==> src/design/ccfr_pkg.sv <==
// Shared constants, types and controller/datapath interface structs for the
// colon/CR-LF frame receiver. No dependencies.
`default_nettype none

package ccfr_pkg;

  localparam int MAX_PAYLOAD = 8;
  localparam int CNT_W       = $clog2(MAX_PAYLOAD + 2);
  localparam int IDX_W       = (MAX_PAYLOAD > 1) ? $clog2(MAX_PAYLOAD) : 1;

  localparam int BYTE_W      = 8;
  localparam int POS_W       = 3;
  localparam int LEN_W       = 4;
  localparam int OUT_DATA_W  = 16;

  localparam logic [BYTE_W-1:0] CH_START = 8'h3A;
  localparam logic [BYTE_W-1:0] CH_CR    = 8'h0D;
  localparam logic [BYTE_W-1:0] CH_LF    = 8'h0A;

  typedef enum logic [1:0] {
    ST_IDLE,
    ST_RECV,
    ST_WAIT_LF,
    ST_EMIT
  } fsm_t;

  typedef struct packed {
    logic store_wr;
    logic cnt_inc;
    logic cnt_clr;
    logic idx_clr;
    logic idx_inc;
    logic emit_load;
  } cmd_t;

  typedef struct packed {
    logic is_start;
    logic is_cr;
    logic is_lf;
    logic cnt_lt_max;
    logic cnt_eq_max;
    logic idx_last;
    logic out_free;
  } sts_t;

endpackage

`default_nettype wire

==> src/design/ccfr_dp.sv <==
// Datapath: payload store, byte count, emit index and output word register.
// Depends on ccfr_pkg.
`default_nettype none

module ccfr_dp (
  input  wire                           clk,
  input  wire                           rst_n,
  input  wire  [ccfr_pkg::BYTE_W-1:0]   in_byte,
  input  wire  ccfr_pkg::cmd_t          cmd,
  output ccfr_pkg::sts_t                sts,
  output logic                          out_tvalid,
  input  wire                           out_tready,
  output logic [ccfr_pkg::OUT_DATA_W-1:0] out_tdata,
  output logic                          out_tlast
);
  import ccfr_pkg::*;

  logic [BYTE_W-1:0] store_r [MAX_PAYLOAD];
  logic [CNT_W-1:0]  cnt_r, cnt_nxt;
  logic [IDX_W-1:0]  idx_r, idx_nxt;
  logic              out_valid_r, out_valid_nxt;
  logic [BYTE_W-1:0] byte_r;
  logic [POS_W-1:0]  pos_r;
  logic [LEN_W-1:0]  len_r;
  logic              last_r;

  always_comb begin
    sts.is_start   = (in_byte == CH_START);
    sts.is_cr      = (in_byte == CH_CR);
    sts.is_lf      = (in_byte == CH_LF);
    sts.cnt_lt_max = (cnt_r < CNT_W'(MAX_PAYLOAD));
    sts.cnt_eq_max = (cnt_r == CNT_W'(MAX_PAYLOAD));
    sts.idx_last   = (cnt_r == '0) || ((CNT_W'(idx_r) + CNT_W'(1)) == cnt_r);
    sts.out_free   = !out_valid_r || out_tready;
  end

  always_comb begin
    priority if (cmd.cnt_clr) begin
      cnt_nxt = '0;
    end else if (cmd.cnt_inc) begin
      cnt_nxt = cnt_r + CNT_W'(1);
    end else begin
      cnt_nxt = cnt_r;
    end
    priority if (cmd.idx_clr) begin
      idx_nxt = '0;
    end else if (cmd.idx_inc) begin
      idx_nxt = idx_r + IDX_W'(1);
    end else begin
      idx_nxt = idx_r;
    end
    priority if (cmd.emit_load) begin
      out_valid_nxt = 1'b1;
    end else if (out_tready) begin
      out_valid_nxt = 1'b0;
    end else begin
      out_valid_nxt = out_valid_r;
    end
  end

  always_ff @(posedge clk) begin
    if (!rst_n) begin
      cnt_r       <= '0;
      idx_r       <= '0;
      out_valid_r <= 1'b0;
    end else begin
      cnt_r       <= cnt_nxt;
      idx_r       <= idx_nxt;
      out_valid_r <= out_valid_nxt;
    end
  end

  always_ff @(posedge clk) begin
    if (cmd.store_wr) begin
      store_r[cnt_r[IDX_W-1:0]] <= in_byte;
    end
  end

  always_ff @(posedge clk) begin
    if (cmd.emit_load) begin
      byte_r <= (cnt_r == '0) ? '0 : store_r[idx_r];
      pos_r  <= POS_W'(idx_r);
      len_r  <= LEN_W'(cnt_r);
      last_r <= sts.idx_last;
    end
  end

  assign out_tvalid = out_valid_r;
  assign out_tdata  = {{(OUT_DATA_W - BYTE_W - POS_W - LEN_W){1'b0}}, len_r, pos_r, byte_r};
  assign out_tlast  = last_r;

  a_cnt_bound: assert property (@(posedge clk) disable iff (!rst_n)
    cnt_r <= CNT_W'(MAX_PAYLOAD + 1))
    else $error("byte count beyond limit");

  a_store_in_range: assert property (@(posedge clk) disable iff (!rst_n)
    cmd.store_wr |-> sts.cnt_lt_max)
    else $error("store write past end");

  a_emit_in_range: assert property (@(posedge clk) disable iff (!rst_n)
    cmd.emit_load |-> (cnt_r == '0 || CNT_W'(idx_r) < cnt_r))
    else $error("emit index beyond frame");

  a_load_free: assert property (@(posedge clk) disable iff (!rst_n)
    cmd.emit_load |-> sts.out_free)
    else $error("output word overwritten");

endmodule

`default_nettype wire

==> src/design/ccfr_ctrl.sv <==
// Controller: frame phase state machine driving the datapath commands.
// Depends on ccfr_pkg.
`default_nettype none

module ccfr_ctrl (
  input  wire                   clk,
  input  wire                   rst_n,
  input  wire                   in_tvalid,
  output logic                  in_tready,
  input  wire  ccfr_pkg::sts_t  sts,
  output ccfr_pkg::cmd_t        cmd
);
  import ccfr_pkg::*;

  fsm_t state_r, state_nxt;
  logic accept;

  always_ff @(posedge clk) begin
    if (!rst_n) begin
      state_r <= ST_IDLE;
    end else begin
      state_r <= state_nxt;
    end
  end

  always_comb begin
    in_tready = (state_r != ST_EMIT);
    accept    = in_tvalid && in_tready;
    cmd       = '0;
    state_nxt = state_r;
    unique case (state_r)
      ST_IDLE: begin
        if (accept && sts.is_start) begin
          cmd.cnt_clr = 1'b1;
          state_nxt   = ST_RECV;
        end
      end
      ST_RECV: begin
        if (accept) begin
          if (sts.is_cr) begin
            state_nxt = ST_WAIT_LF;
          end else begin
            cmd.store_wr = sts.cnt_lt_max;
            cmd.cnt_clr  = sts.is_start;
            cmd.cnt_inc  = !sts.is_start;
            if (!sts.is_start && (sts.cnt_eq_max || sts.is_lf)) begin
              state_nxt = ST_IDLE;
            end
          end
        end
      end
      ST_WAIT_LF: begin
        if (accept) begin
          priority if (sts.is_start) begin
            cmd.cnt_clr = 1'b1;
            state_nxt   = ST_RECV;
          end else if (sts.is_lf) begin
            cmd.idx_clr = 1'b1;
            state_nxt   = ST_EMIT;
          end else begin
            state_nxt   = ST_IDLE;
          end
        end
      end
      ST_EMIT: begin
        if (sts.out_free) begin
          cmd.emit_load = 1'b1;
          if (sts.idx_last) begin
            state_nxt = ST_IDLE;
          end else begin
            cmd.idx_inc = 1'b1;
          end
        end
      end
      default: state_nxt = ST_IDLE;
    endcase
  end

endmodule

`default_nettype wire

==> src/design/colon_crlf_frame_receiver_core.sv <==
// Frame receiver: one byte word per cycle outside emission; CR LF after a ':' frame emits
// the payload as a word run, one word per cycle while the output accepts.
// The closing LF moves the controller to its emit state, which loads the output
// word register once the output is free; the input is held during emission, one
// stored byte read per output word through the single store read port.
// Reset: synchronous active-low rst_n clears phase, count and output valid.
// Depends on ccfr_pkg, ccfr_ctrl, ccfr_dp.
`default_nettype none

module colon_crlf_frame_receiver_core (
  input  wire                             clk,
  input  wire                             rst_n,
  input  wire                             in_tvalid,
  output logic                            in_tready,
  input  wire  [ccfr_pkg::BYTE_W-1:0]     in_tdata,   // [7:0] rx_byte
  output logic                            out_tvalid,
  input  wire                             out_tready,
  output logic [ccfr_pkg::OUT_DATA_W-1:0] out_tdata,  // [7:0] frame_byte,
                                                      // [10:8] byte_position,
                                                      // [14:11] frame_length
  output logic                            out_tlast
);
  import ccfr_pkg::*;

  cmd_t cmd;
  sts_t sts;

  ccfr_ctrl u_ctrl (
    .clk       (clk),
    .rst_n     (rst_n),
    .in_tvalid (in_tvalid),
    .in_tready (in_tready),
    .sts       (sts),
    .cmd       (cmd)
  );

  ccfr_dp u_dp (
    .clk        (clk),
    .rst_n      (rst_n),
    .in_byte    (in_tdata),
    .cmd        (cmd),
    .sts        (sts),
    .out_tvalid (out_tvalid),
    .out_tready (out_tready),
    .out_tdata  (out_tdata),
    .out_tlast  (out_tlast)
  );

endmodule

`default_nettype wire

==> config.mk <==
export PLATFORM = sky130hd
export DESIGN_NAME = colon_crlf_frame_receiver_core
export DESIGN_NICKNAME = d
export VERILOG_FILES = /design/src/design/ccfr_pkg.sv /design/src/design/ccfr_dp.sv /design/src/design/ccfr_ctrl.sv /design/src/design/colon_crlf_frame_receiver_core.sv
export SDC_FILE = /design/constraint.sdc
export NUM_CORES = 1
export LEC_CHECK = 0
export ABC_CLOCK_PERIOD_IN_PS = 2800
export BUFFER_PORTS_ARGS = -buffer_cell sky130_fd_sc_hd__buf_2
export CORE_ASPECT_RATIO = 0.75
export CORE_MARGIN = 2
export CORE_UTILIZATION = 38
export DETAILED_ROUTE_END_ITERATION = 10
export HOLD_SLACK_MARGIN = 0.15
export SYNTH_ARGS = -nofsm -noshare
export SYNTH_HDL_FRONTEND = slang
export SYNTH_SLANG_ARGS = --single-unit
==> constraint.sdc <==
create_clock -name clk -period 2.8 [get_ports clk]
set_clock_uncertainty 0.2 [all_clocks]
set_input_delay 0.42 -clock clk [delete_from_list [all_inputs] [get_ports clk]]
set_output_delay 0.42 -clock clk [all_outputs]
set_load 0.05 [all_outputs]
# Word-level counts from Yosys, hierarchy flattened

Memories as Yosys holds them, arrays and structs flattened. A register that Yosys moved wholly into a read port is not among the register bits.
Index checks and enable logic that the tools add are counted.

Register bits: 18
Memory bits (writable): 64
Input bits: 12
Output and inout bits: 19
Memories: 1

Add/sub/neg operators: 3
$lt $le $gt $ge: 1
Equality and inequality tests: 15
Muxes and demuxes: 27
Bitwise logic cells: 1
Reductions and logical operators: 14

Memory list:

| name         | words | bits a word | read ports | clocked after Yosys merged registers in | wr ports | line          | RTL |
|---|---|---|---|---|---|---|---|
| u_dp.store_r | 8     | 8           | 1          | 1                                       | 1        | ccfr_dp.sv:18 | `logic [BYTE_W-1:0] store_r [MAX_PAYLOAD];` |

Operators by type and width:

| operator                                          | number |
|---|---|
| two-way mux 2 bit                                 | 13 |
| == test 8 x 4 -> 1 bit, second input constant     | 2 |
| two-way mux 1 bit                                 | 10 |
| == test 8 x 6 -> 1 bit, second input constant     | 1 |
| case mux 2 bit (4 select lines)                   | 1 |
| two-way mux 3 bit                                 | 2 |
| != test 2 x 1 -> 1 bit, second input constant     | 3 |
| != test 2 bit, second input constant              | 3 |
| AND reduction 6 bit                               | 1 |
| adder 3 x 1 -> 4 bit, second input constant       | 1 |
| adder 4 x 1 -> 4 bit, second input constant       | 1 |
| == test 2 bit, second input constant              | 2 |
| == test 4 bit                                     | 1 |
| == test 4 bit, second input constant              | 1 |
| zero test 4 bit                                   | 1 |
| less-than comparator 4 bit, second input constant | 1 |
| OR reduction 2 bit                                | 2 |
| adder 3 x 1 -> 3 bit, second input constant       | 1 |
| logical AND 1 bit                                 | 3 |
| logical OR 1 bit                                  | 3 |
| != test 3 x 2 -> 1 bit, second input constant     | 1 |
| case mux 1 bit (3 select lines)                   | 1 |
| == test 2 x 1 -> 1 bit, second input constant     | 1 |
| zero test 1 bit                                   | 2 |
| 3 further kinds                                   | 3 |

# Depth between registers and ports, before layout

Depth after elaboration: 7
Mapped depth: 9
Depth with buffers taken out: 7

# Cells and area by module

Synthesis repeated with hierarchy kept, for this count alone.

Cells, all modules: 215
Area, all modules: 3646.0 sq um

By module, submodules not included:

| module    | instances | cells each | area each (sq um) | sequential area each (sq um) |
|---|---|---|---|---|
| ccfr_dp   | 1         | 184        | 3435.8            | 2562.5 |
| ccfr_ctrl | 1         | 31         | 210.2             | 40.0 |

# Worst setup path before layout

OpenSTA, ideal clock, no wires.

Kind: input to register
Start point: input in_tdata[1] in the netlist's numbering
End point: memory u_dp.store_r[5][0] (enable)
Library setup time: 385 ps
Arrival: 1829 ps
Required time: 2215 ps
Slack: 385 ps
Stages: 4
Path through: nand4b_1 o2111ai_4 or3_1 nor3b_1

Cells in the longest elaborated chain, start to end: 6

Ends and longest elaborated chain:

| element                                 | line                                 | RTL |
|---|---|---|
| start: declaration                      | colon_crlf_frame_receiver_core.sv:15 | `input wire [ccfr_pkg::BYTE_W-1:0] in_tdata,` |
| == test 8 x 4 -> 1 bit                  | ccfr_dp.sv:29                        | `sts.is_cr = (in_byte == CH_CR);` |
| two-way mux 3 bit                       | ccfr_ctrl.sv:40                      | `if (sts.is_cr) begin` |
| two-way mux 3 bit                       | ccfr_ctrl.sv:39                      | `if (accept) begin` |
| two-way mux 2 bit                       | ccfr_ctrl.sv:31                      | `unique case (state_r)` |
| two-way mux 1 bit                       | ccfr_dp.sv:74                        | `if (cmd.store_wr) begin` |
| two-way mux 1 bit (implied by the code) | ccfr_dp.sv:75                        | `store_r[cnt_r[IDX_W-1:0]] <= in_byte;` |
| end: declaration                        | ccfr_dp.sv:18                        |  |

No other way between the ends.

# Worst setup path after layout

Start point: register u_ctrl.state_r[1]
End point: memory u_dp.store_r[1][4] (enable)

Cells in the longest elaborated chain, start to end: 6

Ends and longest elaborated chain:

| element                                   | line            | RTL |
|---|---|---|
| start: declaration                        | ccfr_ctrl.sv:15 | `fsm_t state_r, state_nxt;` |
| start signal: assignment                  | ccfr_ctrl.sv:22 | `state_r <= state_nxt;` |
| != test 2 bit                             | ccfr_ctrl.sv:27 | `in_tready = (state_r != ST_EMIT);` |
| logical AND 1 bit                         | ccfr_ctrl.sv:28 | `accept = in_tvalid && in_tready;` |
| two-way mux 3 bit                         | ccfr_ctrl.sv:39 |  |
| two-way mux 2 bit *                       | ccfr_ctrl.sv:31 |  |
| two-way mux 1 bit *                       | ccfr_dp.sv:74   |  |
| two-way mux 1 bit (implied by the code) * | ccfr_dp.sv:75   |  |

Every way passes the cells marked *; elsewhere a longest branch is shown, timed or not.

==> impl_metrics.ini <==
[floorplanning]
start_util_pct = 38.8
die-area_sq_um = 10600
pin_count = 31
core-area_sq_um = 9620
die_x_um = 118
dieHeight_um = 89.8
row_count = 31

[global_route]
grt_pass1_vias = 2150
grt_overflow_total = 0
grt_pass1_wl_um = 12500
grt_antenna_before_repair = 0
grt_start_max_net_pins = 17
grt_usage_pct = 16.1

[placed_design]
place_area_sq_um = 4150
io_buffer_count = 29
hpwlAfterDp_um = 5820
place_congestion = 0.763
dpl_worst_slack_ns = 0.00834
place_inst = 399

[timing]
fmax_mhz = 392
rsz0062_at_grt = no
tightest_slew_ns = 1.11
finalCriticalPeriod_ns = 2.55
setup_viol = 0
hold_ws_ns = 0.169
setup_tns_ns = 0
slew_violations = 0
post-route-period-util_pct = 91.0
max-slew-margin-rel_pct = 25.6
finalHoldViolations = 0
worst_slack_ns = 0.252

[logic_synthesis]
ys_ff_latch = 90
synthTopCellsByArea = edfxtp_1 (64%), mux4_2 (9.7%), dfxtp_1 (5.4%), nand2_1 (2.2%), a21oi_1 (1.9%)
ys_async_sr_fraction_pct = 0
avgSynthCellArea_sq_um = 16.4
synth.top_cell.area_share_pct = 64.4
synth_edf_count = 80
synth_commonest_cells = edfxtp_1 (80), nand2_1 (22), mux4_2 (16), a21oi_1 (14), dfxtp_1 (10)
synth_most_common_cell = edfxtp_1
synth_fp_nets = 242
yosys.area.top_type = edfxtp_1
ys_warn_count = 0
synthDistinctLibCells = 45
syn_area_sq_um = 3730
yosysSeqAreaShare_pct = 69.8
synthFlopType = edfxtp_1
synthCells = 227

[routing]
drt-pass1-iter-count = 4
drtIter0Drc = 148
drtAntennaViolNets = 0
drt_wl_total_um = 7840
vias = 2145
wl_per_cell_um = 18.9
drc = 0
viasPerCell = 5.17

[clock_tree]
cts_root_buf = clkbuf_16
cts_setup_buffers = 0
cts.sinks = 90
ctsResizeCount = 0
cts_max_level = 3
hold_buffers = 0
cts_tree = done
cts_max_path_buffers = 2
clk_latency_ns = 0.33
clk_pin_slew_ns = 0.06
cts_buffers = 9

[power_and_ir_drop]
p_leak_nw = 1.52
power_density_nw_per_um2 = 614
vdd_drop_max_mv = 0.328
finalPower_mw = 2.73

[worst_hold_path]
hold_path_end = u_ctrl.state_r[0]$_SDFFE_PN0P_
min_from = rst_n
hp-class = in2reg
hold_depth = 3

[worst_setup_path]
end_kind = register
rrSetupSlack_ns = 0.25
cp.required_ns = 2.55
r2r-end = u_dp.store_r[1][4]$_DFFE_PP_
r2r-start = u_ctrl.state_r[1]$_SDFFE_PN0P_
rr_worst_depth = 4
crit_fanout = 8
worst-setup-path-type = reg2reg
cp-start-kind = register
cp.arrival_ns = 2.30

[finish]
area_delta_synth_final_pct = 19.1
design_area_sq_um = 4440
drive_above_1_share_pct = 32.2
diodes = 0
final_util_pct = 46.2
fillers = 862
nets = 293
fin_cells = 415

[run]
maxCapViolCount = 0

[status]
status = complete, no violations
## report_power, final
part | internal (mW) | switching [mW]
registers | 1.46 | 0.00461
clock network | 0.689 | 0.478
logic | 0.0333 | 0.0580
total | 2.18 | 0.541
## cell families after synthesis
logic type / Yosys count / synth area share (%)
adder cells (fa/ha/maj): 3 / 1.01
AND/OR/NAND/NOR: 58 / 8.52
flip-flops: 90 / 69.8
multiplexers: 18 / 10.2
AO/OA/AOI/OAI: 32 / 6.00
buffers and inverters: 17 / 2.15
XOR/XNOR: 8 / 2.28
other: 1 / 0.101
## layout make-up
type                    instances  area [sq um]  share of cell area (%)
clock inverters                 7          68.8                    1.55
well taps                     132           165                    3.72
repair buffers                 51           310                    6.98
clock buffers                   9           225                    5.07
multi-input cells             120          1050                    23.6
inverters                       6          22.5                   0.507
flip-flops and latches         90          2600                    58.6
## flip-flops by register name, indices dropped and copies added (netlist names)
register,cells
u_dp.len_r,4
u_dp.cnt_r,4
u_dp.store_r,64
u_ctrl.state_r,2
u_dp.out_tvalid,1
u_dp.out_tlast,1
u_dp.pos_r,3
u_dp.idx_r,3
u_dp.byte_r,8
## placed cells by master, fill, tap and decap left out, types with 2 or more instances in the layout
cell	instances
xnor2_1	5
and4bb_2	2
nor2_1	9
dfxtp_1	10
clkinv_1	2
mux4_2	16
nor3_1	4
nor3b_1	5
a21o_1	2
xor2_1	2
buf_2	29
o21ai_0	5
nand2_1	22
nand2b_1	2
edfxtp_1	80
nor4_1	3
clkbuf_16	9
a21oi_1	14
inv_1	5
mux2i_1	2
a211oi_1	2
ha_1	3
buf_4	22
clkinv_2	2
nand3_1	2
## metal layers
layer / up-vias / wire [um] / track usage (%)
met5: - / 0 / 0
met2: 65 / 3620 / 23.5
met3: 6 / 440 / 3.49
li1: 983 / - / -
met1: 1091 / 3690 / 23.8
met4: 0 / 91 / 5.85
## critical path: stages, from the launching register on
cell	delay (ns)
dfxtp_1	0.38
inv_1	0.17
o2111ai_4	0.18
or3_1	0.39
nor3_1	0.84
## worst max-delay path by stage
stage,end,slack [ns],start
after floorplan,u_dp.store_r[5][0]$_DFFE_PP_,0.39,in_tdata[1]
after global placement,u_dp.store_r[1][0]$_DFFE_PP_,0.05,in_tdata[4]
after detailed placement,u_dp.store_r[1][0]$_DFFE_PP_,0.008,in_tdata[4]
after CTS,u_dp.store_r[1][7]$_DFFE_PP_,0.23,u_ctrl.state_r[1]$_SDFFE_PN0P_
after global routing,u_dp.store_r[1][0]$_DFFE_PP_,0.05,u_ctrl.state_r[1]$_SDFFE_PN0P_
final,u_dp.store_r[1][4]$_DFFE_PP_,0.25,u_ctrl.state_r[1]$_SDFFE_PN0P_
Note: power is estimated with default switching activity, not from simulation.
